$ cat src/sv/spi_ram_pkg.sv
package spi_ram_pkg;

    // bits per serial frame
    localparam int FRAME_BITS = 16;
    // half-bit counter covers two ticks per frame bit
    localparam int HALF_W     = $clog2(2 * FRAME_BITS);
    localparam int LAST_HALF  = 2 * FRAME_BITS - 1;

    localparam int OP_W       = 2;
    localparam int ADDR_W     = 4;
    localparam int WDATA_W    = 11;
    localparam int MISO_W     = 3;
    localparam int RDATA_W    = 16;

    localparam int ADDR_LSB   = 11;
    localparam logic [31:0] READ_CMD = 32'h0000_807F;

    localparam int IN_FIELDS_W  = ADDR_W + WDATA_W + MISO_W;
    localparam int IN_TDATA_W   = ((IN_FIELDS_W + 7) / 8) * 8;
    localparam int OUT_FIELDS_W = 5 + RDATA_W;
    localparam int OUT_TDATA_W  = ((OUT_FIELDS_W + 7) / 8) * 8;

    typedef enum logic [OP_W-1:0] {
        OP_TICK   = 2'd0,
        OP_READ   = 2'd1,
        OP_WRITE  = 2'd2,
        OP_UNUSED = 2'd3
    } t_op;

    typedef struct packed {
        logic [RDATA_W-1:0] read_data;
        logic               done_res;
        logic               busy_res;
        logic               mosi;
        logic               sck;
        logic               cs_n;
    } t_result;

endpackage

$ cat src/sv/spi_register_access_master_core.sv
// SPI master for 16-bit register accesses, driven one half-bit tick per input
// transfer. Every accepted transfer yields exactly one result transfer carrying
// the pin levels (cs_n, sck, mosi), busy/done flags and the last read word.
// A transfer is taken every clock cycle as long as the result side keeps up;
// the state update is a single pass of logic from the state registers into the
// result register, and a one-entry skid buffer behind that register lets one
// more transfer be taken when the result side stalls. A write takes
// 32 ticks, a read of address 0 takes 32 ticks, a read of any other address
// takes 65 ticks (two frames and one chip-select gap tick). A start request
// while an access is in progress is ignored and handled as a plain tick.
module spi_register_access_master_core (
    input  logic                                 i_clk,
    input  logic                                 i_rst_n,
    input  logic                                 s_axis_tvalid,
    output logic                                 s_axis_tready,
    // op
    input  logic [spi_ram_pkg::OP_W-1:0]         s_axis_tuser,
    // reg_addr, write_data, miso_samples, zero pad
    input  logic [spi_ram_pkg::IN_TDATA_W-1:0]   s_axis_tdata,
    output logic                                 m_axis_tvalid,
    input  logic                                 m_axis_tready,
    // cs_n, sck, mosi, busy_res, done_res, read_data, zero pad
    output logic [spi_ram_pkg::OUT_TDATA_W-1:0]  m_axis_tdata
);
    import spi_ram_pkg::*;

    logic                  r_busy;
    logic                  r_is_read;
    logic [HALF_W-1:0]     r_half;
    logic [1:0]            r_frames;
    logic                  r_gap;
    logic [FRAME_BITS-1:0] r_send;
    logic [FRAME_BITS-1:0] r_recv;
    logic [RDATA_W-1:0]    r_last_read;

    logic                  n_busy;
    logic                  n_is_read;
    logic [HALF_W-1:0]     n_half;
    logic [1:0]            n_frames;
    logic                  n_gap;
    logic [FRAME_BITS-1:0] n_send;
    logic [FRAME_BITS-1:0] n_recv;
    logic [RDATA_W-1:0]    n_last_read;

    t_result               n_res;
    t_result               r_out;
    t_result               r_skid;
    logic                  r_out_valid;
    logic                  r_skid_valid;

    t_op                   in_op;
    logic [ADDR_W-1:0]     in_addr;
    logic [WDATA_W-1:0]    in_wdata;
    logic [MISO_W-1:0]     in_miso;
    logic                  in_accept;
    logic                  out_pop;
    logic                  miso_bit;
    logic [31:0]           read_word;
    logic [31:0]           write_word;
    logic [31:0]           recv_word;

    assign in_op     = t_op'(s_axis_tuser);
    assign in_addr   = s_axis_tdata[ADDR_W-1:0];
    assign in_wdata  = s_axis_tdata[ADDR_W +: WDATA_W];
    assign in_miso   = s_axis_tdata[ADDR_W + WDATA_W +: MISO_W];

    assign s_axis_tready = !r_skid_valid;
    assign in_accept     = s_axis_tvalid && s_axis_tready;
    assign out_pop       = !r_out_valid || m_axis_tready;

    assign miso_bit   = (in_miso[0] & in_miso[1]) | (in_miso[0] & in_miso[2])
                      | (in_miso[1] & in_miso[2]);
    assign read_word  = READ_CMD | (32'(in_addr) << ADDR_LSB);
    assign write_word = (32'(in_addr) << ADDR_LSB) | 32'(in_wdata);

    always_comb begin
        n_busy      = r_busy;
        n_is_read   = r_is_read;
        n_half      = r_half;
        n_frames    = r_frames;
        n_gap       = r_gap;
        n_send      = r_send;
        n_recv      = r_recv;
        n_last_read = r_last_read;
        recv_word   = '0;
        n_res       = '{read_data: r_last_read, done_res: 1'b0, busy_res: 1'b0,
                        mosi: 1'b1, sck: 1'b0, cs_n: 1'b1};

        // start request, ignored while busy
        if (!r_busy && (in_op == OP_READ || in_op == OP_WRITE)) begin
            n_busy    = 1'b1;
            n_is_read = (in_op == OP_READ);
            n_half    = '0;
            n_gap     = 1'b0;
            n_recv    = '0;
            if (in_op == OP_READ) begin
                if (in_addr != '0) begin
                    n_send   = read_word[FRAME_BITS-1:0];
                    n_frames = 2'd2;
                end else begin
                    n_send   = '1;
                    n_frames = 2'd1;
                end
            end else begin
                n_send   = write_word[FRAME_BITS-1:0];
                n_frames = 2'd1;
            end
        end

        if (n_busy) begin
            n_res.busy_res = 1'b1;
            if (n_gap) begin
                // chip select gap between read frames
                n_gap  = 1'b0;
                n_send = '1;
                n_recv = '0;
                n_half = '0;
            end else begin
                n_res.cs_n = 1'b0;
                n_res.mosi = n_send[FRAME_BITS-1];
                if (!n_half[0]) begin
                    n_res.sck = 1'b1;
                    n_half    = n_half + 1'b1;
                end else begin
                    n_recv = {n_recv[FRAME_BITS-2:0], miso_bit};
                    n_send = {n_send[FRAME_BITS-2:0], 1'b0};
                    if (32'(n_half) >= 32'(LAST_HALF)) begin
                        n_half   = '0;
                        n_frames = n_frames - 1'b1;
                        if (n_frames == 2'd0) begin
                            n_res.done_res = 1'b1;
                            n_busy         = 1'b0;
                            if (n_is_read) begin
                                recv_word   = 32'(n_recv);
                                n_last_read = recv_word[RDATA_W-1:0];
                            end
                        end else begin
                            n_gap = 1'b1;
                        end
                    end else begin
                        n_half = n_half + 1'b1;
                    end
                end
            end
        end
        n_res.read_data = n_last_read;
    end

    always_ff @(posedge i_clk) begin
        if (!i_rst_n) begin
            r_busy       <= 1'b0;
            r_is_read    <= 1'b0;
            r_half       <= '0;
            r_frames     <= '0;
            r_gap        <= 1'b0;
            r_send       <= '1;
            r_recv       <= '0;
            r_last_read  <= '0;
            r_out_valid  <= 1'b0;
            r_skid_valid <= 1'b0;
        end else begin
            if (in_accept) begin
                r_busy      <= n_busy;
                r_is_read   <= n_is_read;
                r_half      <= n_half;
                r_frames    <= n_frames;
                r_gap       <= n_gap;
                r_send      <= n_send;
                r_recv      <= n_recv;
                r_last_read <= n_last_read;
            end
            if (out_pop) begin
                if (r_skid_valid) begin
                    r_out        <= r_skid;
                    r_out_valid  <= 1'b1;
                    r_skid_valid <= 1'b0;
                end else begin
                    r_out       <= n_res;
                    r_out_valid <= in_accept;
                end
            end else if (in_accept) begin
                // result side stalled, park the transfer
                r_skid       <= n_res;
                r_skid_valid <= 1'b1;
            end
        end
    end

    assign m_axis_tvalid = r_out_valid;
    assign m_axis_tdata  = OUT_TDATA_W'(r_out);

    property p_skid_behind_out;
        @(posedge i_clk) disable iff (!i_rst_n)
        r_skid_valid |-> r_out_valid;
    endproperty
    a_skid_behind_out: assert property (p_skid_behind_out)
        else $error("skid entry held with empty output register");

    property p_gap_only_busy;
        @(posedge i_clk) disable iff (!i_rst_n)
        r_gap |-> (r_busy && r_is_read && r_frames == 2'd1);
    endproperty
    a_gap_only_busy: assert property (p_gap_only_busy)
        else $error("gap pending outside a two-frame read");

    property p_done_ends_access;
        @(posedge i_clk) disable iff (!i_rst_n)
        (in_accept && n_res.done_res) |=> !r_busy;
    endproperty
    a_done_ends_access: assert property (p_done_ends_access)
        else $error("access still busy after completing tick");

    property p_cs_low_when_busy;
        @(posedge i_clk) disable iff (!i_rst_n)
        (r_out_valid && !r_out.cs_n) |-> r_out.busy_res;
    endproperty
    a_cs_low_when_busy: assert property (p_cs_low_when_busy)
        else $error("chip select low outside an access");

    property p_frames_nonzero;
        @(posedge i_clk) disable iff (!i_rst_n)
        r_busy |-> (r_frames != 2'd0);
    endproperty
    a_frames_nonzero: assert property (p_frames_nonzero)
        else $error("busy with no frames left");

endmodule

$ cat config.mk
export PLATFORM = sky130hd
export DESIGN_NAME = spi_register_access_master_core
export DESIGN_NICKNAME = d
export VERILOG_FILES = /design/src/sv/spi_ram_pkg.sv /design/src/sv/spi_register_access_master_core.sv
export SDC_FILE = /design/constraint.sdc
export NUM_CORES = 1
export LEC_CHECK = 0
export BUFFER_PORTS_ARGS = -buffer_cell sky130_fd_sc_hd__buf_4
export CAP_MARGIN = 20
export CORE_ASPECT_RATIO = 0.75
export CORE_UTILIZATION = 45
export CTS_CLUSTER_DIAMETER = 80
export CTS_CLUSTER_SIZE = 40
export DETAILED_ROUTE_END_ITERATION = 8
export HOLD_SLACK_MARGIN = 0.03
export PLACE_DENSITY = 0.73
export REMOVE_ABC_BUFFERS = 1
export SYNTH_ARGS = -nofsm -noshare
export SYNTH_HDL_FRONTEND = slang
export SYNTH_SLANG_ARGS = --single-unit
export TNS_END_PERCENT = 30
$ cat constraint.sdc
create_clock -name i_clk -period 3 [get_ports i_clk]
set_clock_uncertainty 0.1 [all_clocks]
set_input_delay 0.45 -clock i_clk [delete_from_list [all_inputs] [get_ports i_clk]]
set_output_delay 0.45 -clock i_clk [all_outputs]
set_load 0.03 [all_outputs]
==> out/metrics.yaml <==
cts:
  cts_sinks: 101
  root_buffer: "sky130_fd_sc_hd__clkbuf_16"
  ctsHtreeMaxLevel: 3
  postCtsResizedCells: 0
  cts_buffer_count: 9
  clock_path_buffers: 2
  ctsHoldBuffers: 0
  clk_transition_reported_paths_ns: 0.07
  postCtsSetupBuffers: 0
  cts_tree: "built"
  clock_latency_ns: 0.34
cells_and_area:
  areaGrowthSynthToFinish_pct: 17.9
  finalInstanceArea_um2: 5440
  n_fill_cell: 878
  final_cells: 657
  seqCellArea_um2: 2440
  antenna_cells_inserted: 0
  layout-drive-gt1-share_pct: 18.5
  final_core_util_pct: 55.4
  final_net_count: 554
  multi_input_comb_area_um2: 1950
synthesis:
  number_of_cells_produced_by_synthesis: 481
  synth_enable_flop_cells: 42
  yosysWarningCount: 0
  postSynth.topFlopCell: "sky130_fd_sc_hd__dfxtp_1"
  netlist.area_leader.share_pct: 27.3
  ys_types: 58
  synth.yosys.seq_area_share_pct: 52.9
  yosys_register_bits: 101
  synth_area_um2: 4610
  synth_async_sr_flop_share_pct: 0
  synthesis.area_per_instance_um2: 9.59
  top_area_cells_in_the_synthesized_netlist: "sky130_fd_sc_hd__edfxtp_1 27%, sky130_fd_sc_hd__dfxtp_1 26%, sky130_fd_sc_hd__nor2_1 4.5%, sky130_fd_sc_hd__o21ai_0 3.9%, sky130_fd_sc_hd__a21oi_1 3.7%"
  netlist.top_cell.by_area: "sky130_fd_sc_hd__edfxtp_1"
floorplan:
  initial_core_util_pct: 47.0
  placementRows: 31
  io_pins: 56
  fp.coreArea_um2: 9810
  die_height_um: 89.7
  design.die.area_um2: 10700
  die_w_um: 119
critical_path:
  cp_data_arrival_time_ns: 2.90
  cp_max_fo: 16
  critPathCaptureType: "flop"
  critPathRequiredTime_ns: 3.10
  crit_type: "input port to flop"
  critical_path.startpoint_type: "input port"
sta:
  maxClockFrequency_mhz: 357
  worstMarginPinSlew_ns: 1.04
  finalHoldViolCount: 0
  max-slew-margin-rel_pct: 30.5
  fin_ws_ns: 0.202
  rsz0062_at_grt: "no"
  fin_crit_sh_pct: 93.3
  report.final.slew_viol_count: 0
  fin_crit_ns: 2.80
  report.final.setup_viol: 0
placed_design:
  dp.cells: 641
  dpl_worst_slack_ns: -0.108
  buffer_ports.inserted: 46
  post_dp_cell_area_um2: 5140
  routabilityCongestion: 0.787
  hpwlAfterDp_mm: 6.66
grt:
  first_global_vias: 3424
  antenna_found_initial: 0
  global_route.overflow_total: 0
  grt_pass1_wl_mm: 17.0
  pin_count_of_the_biggest_net_entering_global_routing: 52
  grt_usage_pct: 20.1
detailed_routing:
  avgViaCountPerCell: 5.80
  detailroute.wirelength.met3_um: 559
  route.vias.total: 3809
  ant_nets: 0
  drcViolationCount: 0
  wl_met2_mm: 4.64
  wirelength_mm: 10.3
  drt_iter0_drcs: 394
  highest_layer: "met4"
  routed_wire_length_per_instance_um: 15.7
  drt_pre_antenna_iters: 5
  met1Wirelength_mm: 5.03
min_path:
  timing.hold.worst.class: "input port to flop"
outcome:
  status: "finished clean"
power_and_ir_drop:
  powerDensity_nw_per_um2: 556
  ir_worst_vdd_mv: 0.270
  power.leakage_nw: 1.96
flow_run:
  max_cap_viol_count: 0
-- registers in the layout, summed over array words and instances, names as in the netlist --
name	cells
r_half	5
r_send	16
r_last_read	16
m_axis_tdata	21
r_skid	21
m_axis_tvalid	1
r_is_read	1
r_skid_valid	1
r_gap	1
r_busy	1
r_frames	2
r_recv	15
-- final cells by class --
type / instances / area share (%)
Clock inverter: 5 / 1.08
Tap cell: 132 / 3.04
Multi-Input combinational cell: 336 / 35.9
Inverter: 6 / 0.414
Timing Repair Buffer: 66 / 10.3
Clock buffer: 11 / 4.46
Sequential cell: 101 / 44.9
-- kinds of logic (layout without fill, tap and decap cells) --
kind of cell | Yosys count | in the layout | synth area share (%)
fa+ha+maj | 5 | 5 | 1.30
compound gates | 168 | 168 | 22.7
mux | 6 | 6 | 1.52
buf+inv | 46 | 88 | 5.02
other cells | 1 | 3 | 0.0813
simple gates | 154 | 154 | 16.4
flops | 101 | 101 | 52.9
-- placed cells by master (no fill, tap or decap), types with 5 or more instances in the layout --
cell                         n
sky130_fd_sc_hd__a31oi_1    17
sky130_fd_sc_hd__a211oi_1    9
sky130_fd_sc_hd__clkbuf_16   9
sky130_fd_sc_hd__a21oi_1    34
sky130_fd_sc_hd__dfxtp_1    59
sky130_fd_sc_hd__o21a_1      5
sky130_fd_sc_hd__buf_12      5
sky130_fd_sc_hd__buf_4      61
sky130_fd_sc_hd__o21ai_1    24
sky130_fd_sc_hd__nand4_1    15
sky130_fd_sc_hd__nand3_1    29
sky130_fd_sc_hd__nand2_1    28
sky130_fd_sc_hd__nor2_1     54
sky130_fd_sc_hd__o21ai_0    36
sky130_fd_sc_hd__a22oi_1    16
sky130_fd_sc_hd__edfxtp_1   42
sky130_fd_sc_hd__a211o_1     6
-- layer usage --
layer,up-vias,GRT usage (%)
li1,1880,-
met1,1809,27.7
met2,115,32.7
met3,5,3.72
met4,0,6.44
met5,-,0
-- cells in the mapped netlist (2+ instances only) --
| master | number |
|---|---|
| sky130_fd_sc_hd__a211o_1 | 6 |
| sky130_fd_sc_hd__nor2b_1 | 3 |
| sky130_fd_sc_hd__ha_1 | 4 |
| sky130_fd_sc_hd__buf_2 | 14 |
| sky130_fd_sc_hd__o21ai_0 | 36 |
| sky130_fd_sc_hd__a211oi_1 | 9 |
| sky130_fd_sc_hd__a22oi_1 | 16 |
| sky130_fd_sc_hd__buf_6 | 3 |
| sky130_fd_sc_hd__o21a_1 | 5 |
| sky130_fd_sc_hd__buf_4 | 5 |
| sky130_fd_sc_hd__o21ai_1 | 24 |
| sky130_fd_sc_hd__clkbuf_1 | 18 |
| sky130_fd_sc_hd__nand2_1 | 28 |
| sky130_fd_sc_hd__nand4_1 | 15 |
| sky130_fd_sc_hd__mux2_2 | 4 |
| sky130_fd_sc_hd__nor2_1 | 55 |
| sky130_fd_sc_hd__inv_1 | 4 |
| sky130_fd_sc_hd__nand3_1 | 29 |
| sky130_fd_sc_hd__nand4b_1 | 2 |
| sky130_fd_sc_hd__o211ai_1 | 2 |
| sky130_fd_sc_hd__dfxtp_1 | 59 |
| sky130_fd_sc_hd__edfxtp_1 | 42 |
| sky130_fd_sc_hd__a21oi_1 | 34 |
| sky130_fd_sc_hd__a31oi_1 | 17 |
| sky130_fd_sc_hd__and2_1 | 4 |
| sky130_fd_sc_hd__nor3_1 | 3 |
| sky130_fd_sc_hd__a221o_1 | 4 |
| sky130_fd_sc_hd__o22ai_1 | 4 |
| sky130_fd_sc_hd__or4_1 | 3 |
-- final timing paths --
path,start,end,slack [ns],cells past startpoint
worst min register to register,r_send[15],r_send[15],0.37,1
worst max-delay path,s_axis_tdata[0],r_last_read[4],0.20,9
worst max register to register,r_half[0],m_axis_tdata[13],0.37,9
worst min-delay path,s_axis_tvalid,r_skid_valid,0.25,3
-- critical path: stages --
cell and delay, ns:
sky130_fd_sc_hd__buf_4 0.11, sky130_fd_sc_hd__or4_1 0.59, sky130_fd_sc_hd__nand3_1 0.19, sky130_fd_sc_hd__a21boi_0 0.31, sky130_fd_sc_hd__ha_1 0.29, sky130_fd_sc_hd__nand2_1 0.15, sky130_fd_sc_hd__or3_4 0.51, sky130_fd_sc_hd__o21ai_0 0.20
sky130_fd_sc_hd__a21oi_1 0.09
-- per-stage QoR --
stage                     hold WS, ns  TNS, ns  power (mW)
after global routing            0.270        0        3.12
after CTS                       0.244        0        3.03
final                           0.248        0        3.02
after detailed placement        0.357    -1.23        1.88
after floorplan                 0.335   -20.41        1.74
after global placement          0.343        0        1.87
-- where the power goes --
group          leakage (nW)  total [mW]  internal [mW]  switching, mW
Combinational         0.972       0.347          0.133          0.214
Clock                 0.142        1.17          0.671          0.495
Sequential            0.849        1.51           1.48         0.0302
Total                  1.96        3.02           2.28          0.740
Power figures use the tool's default switching activity.
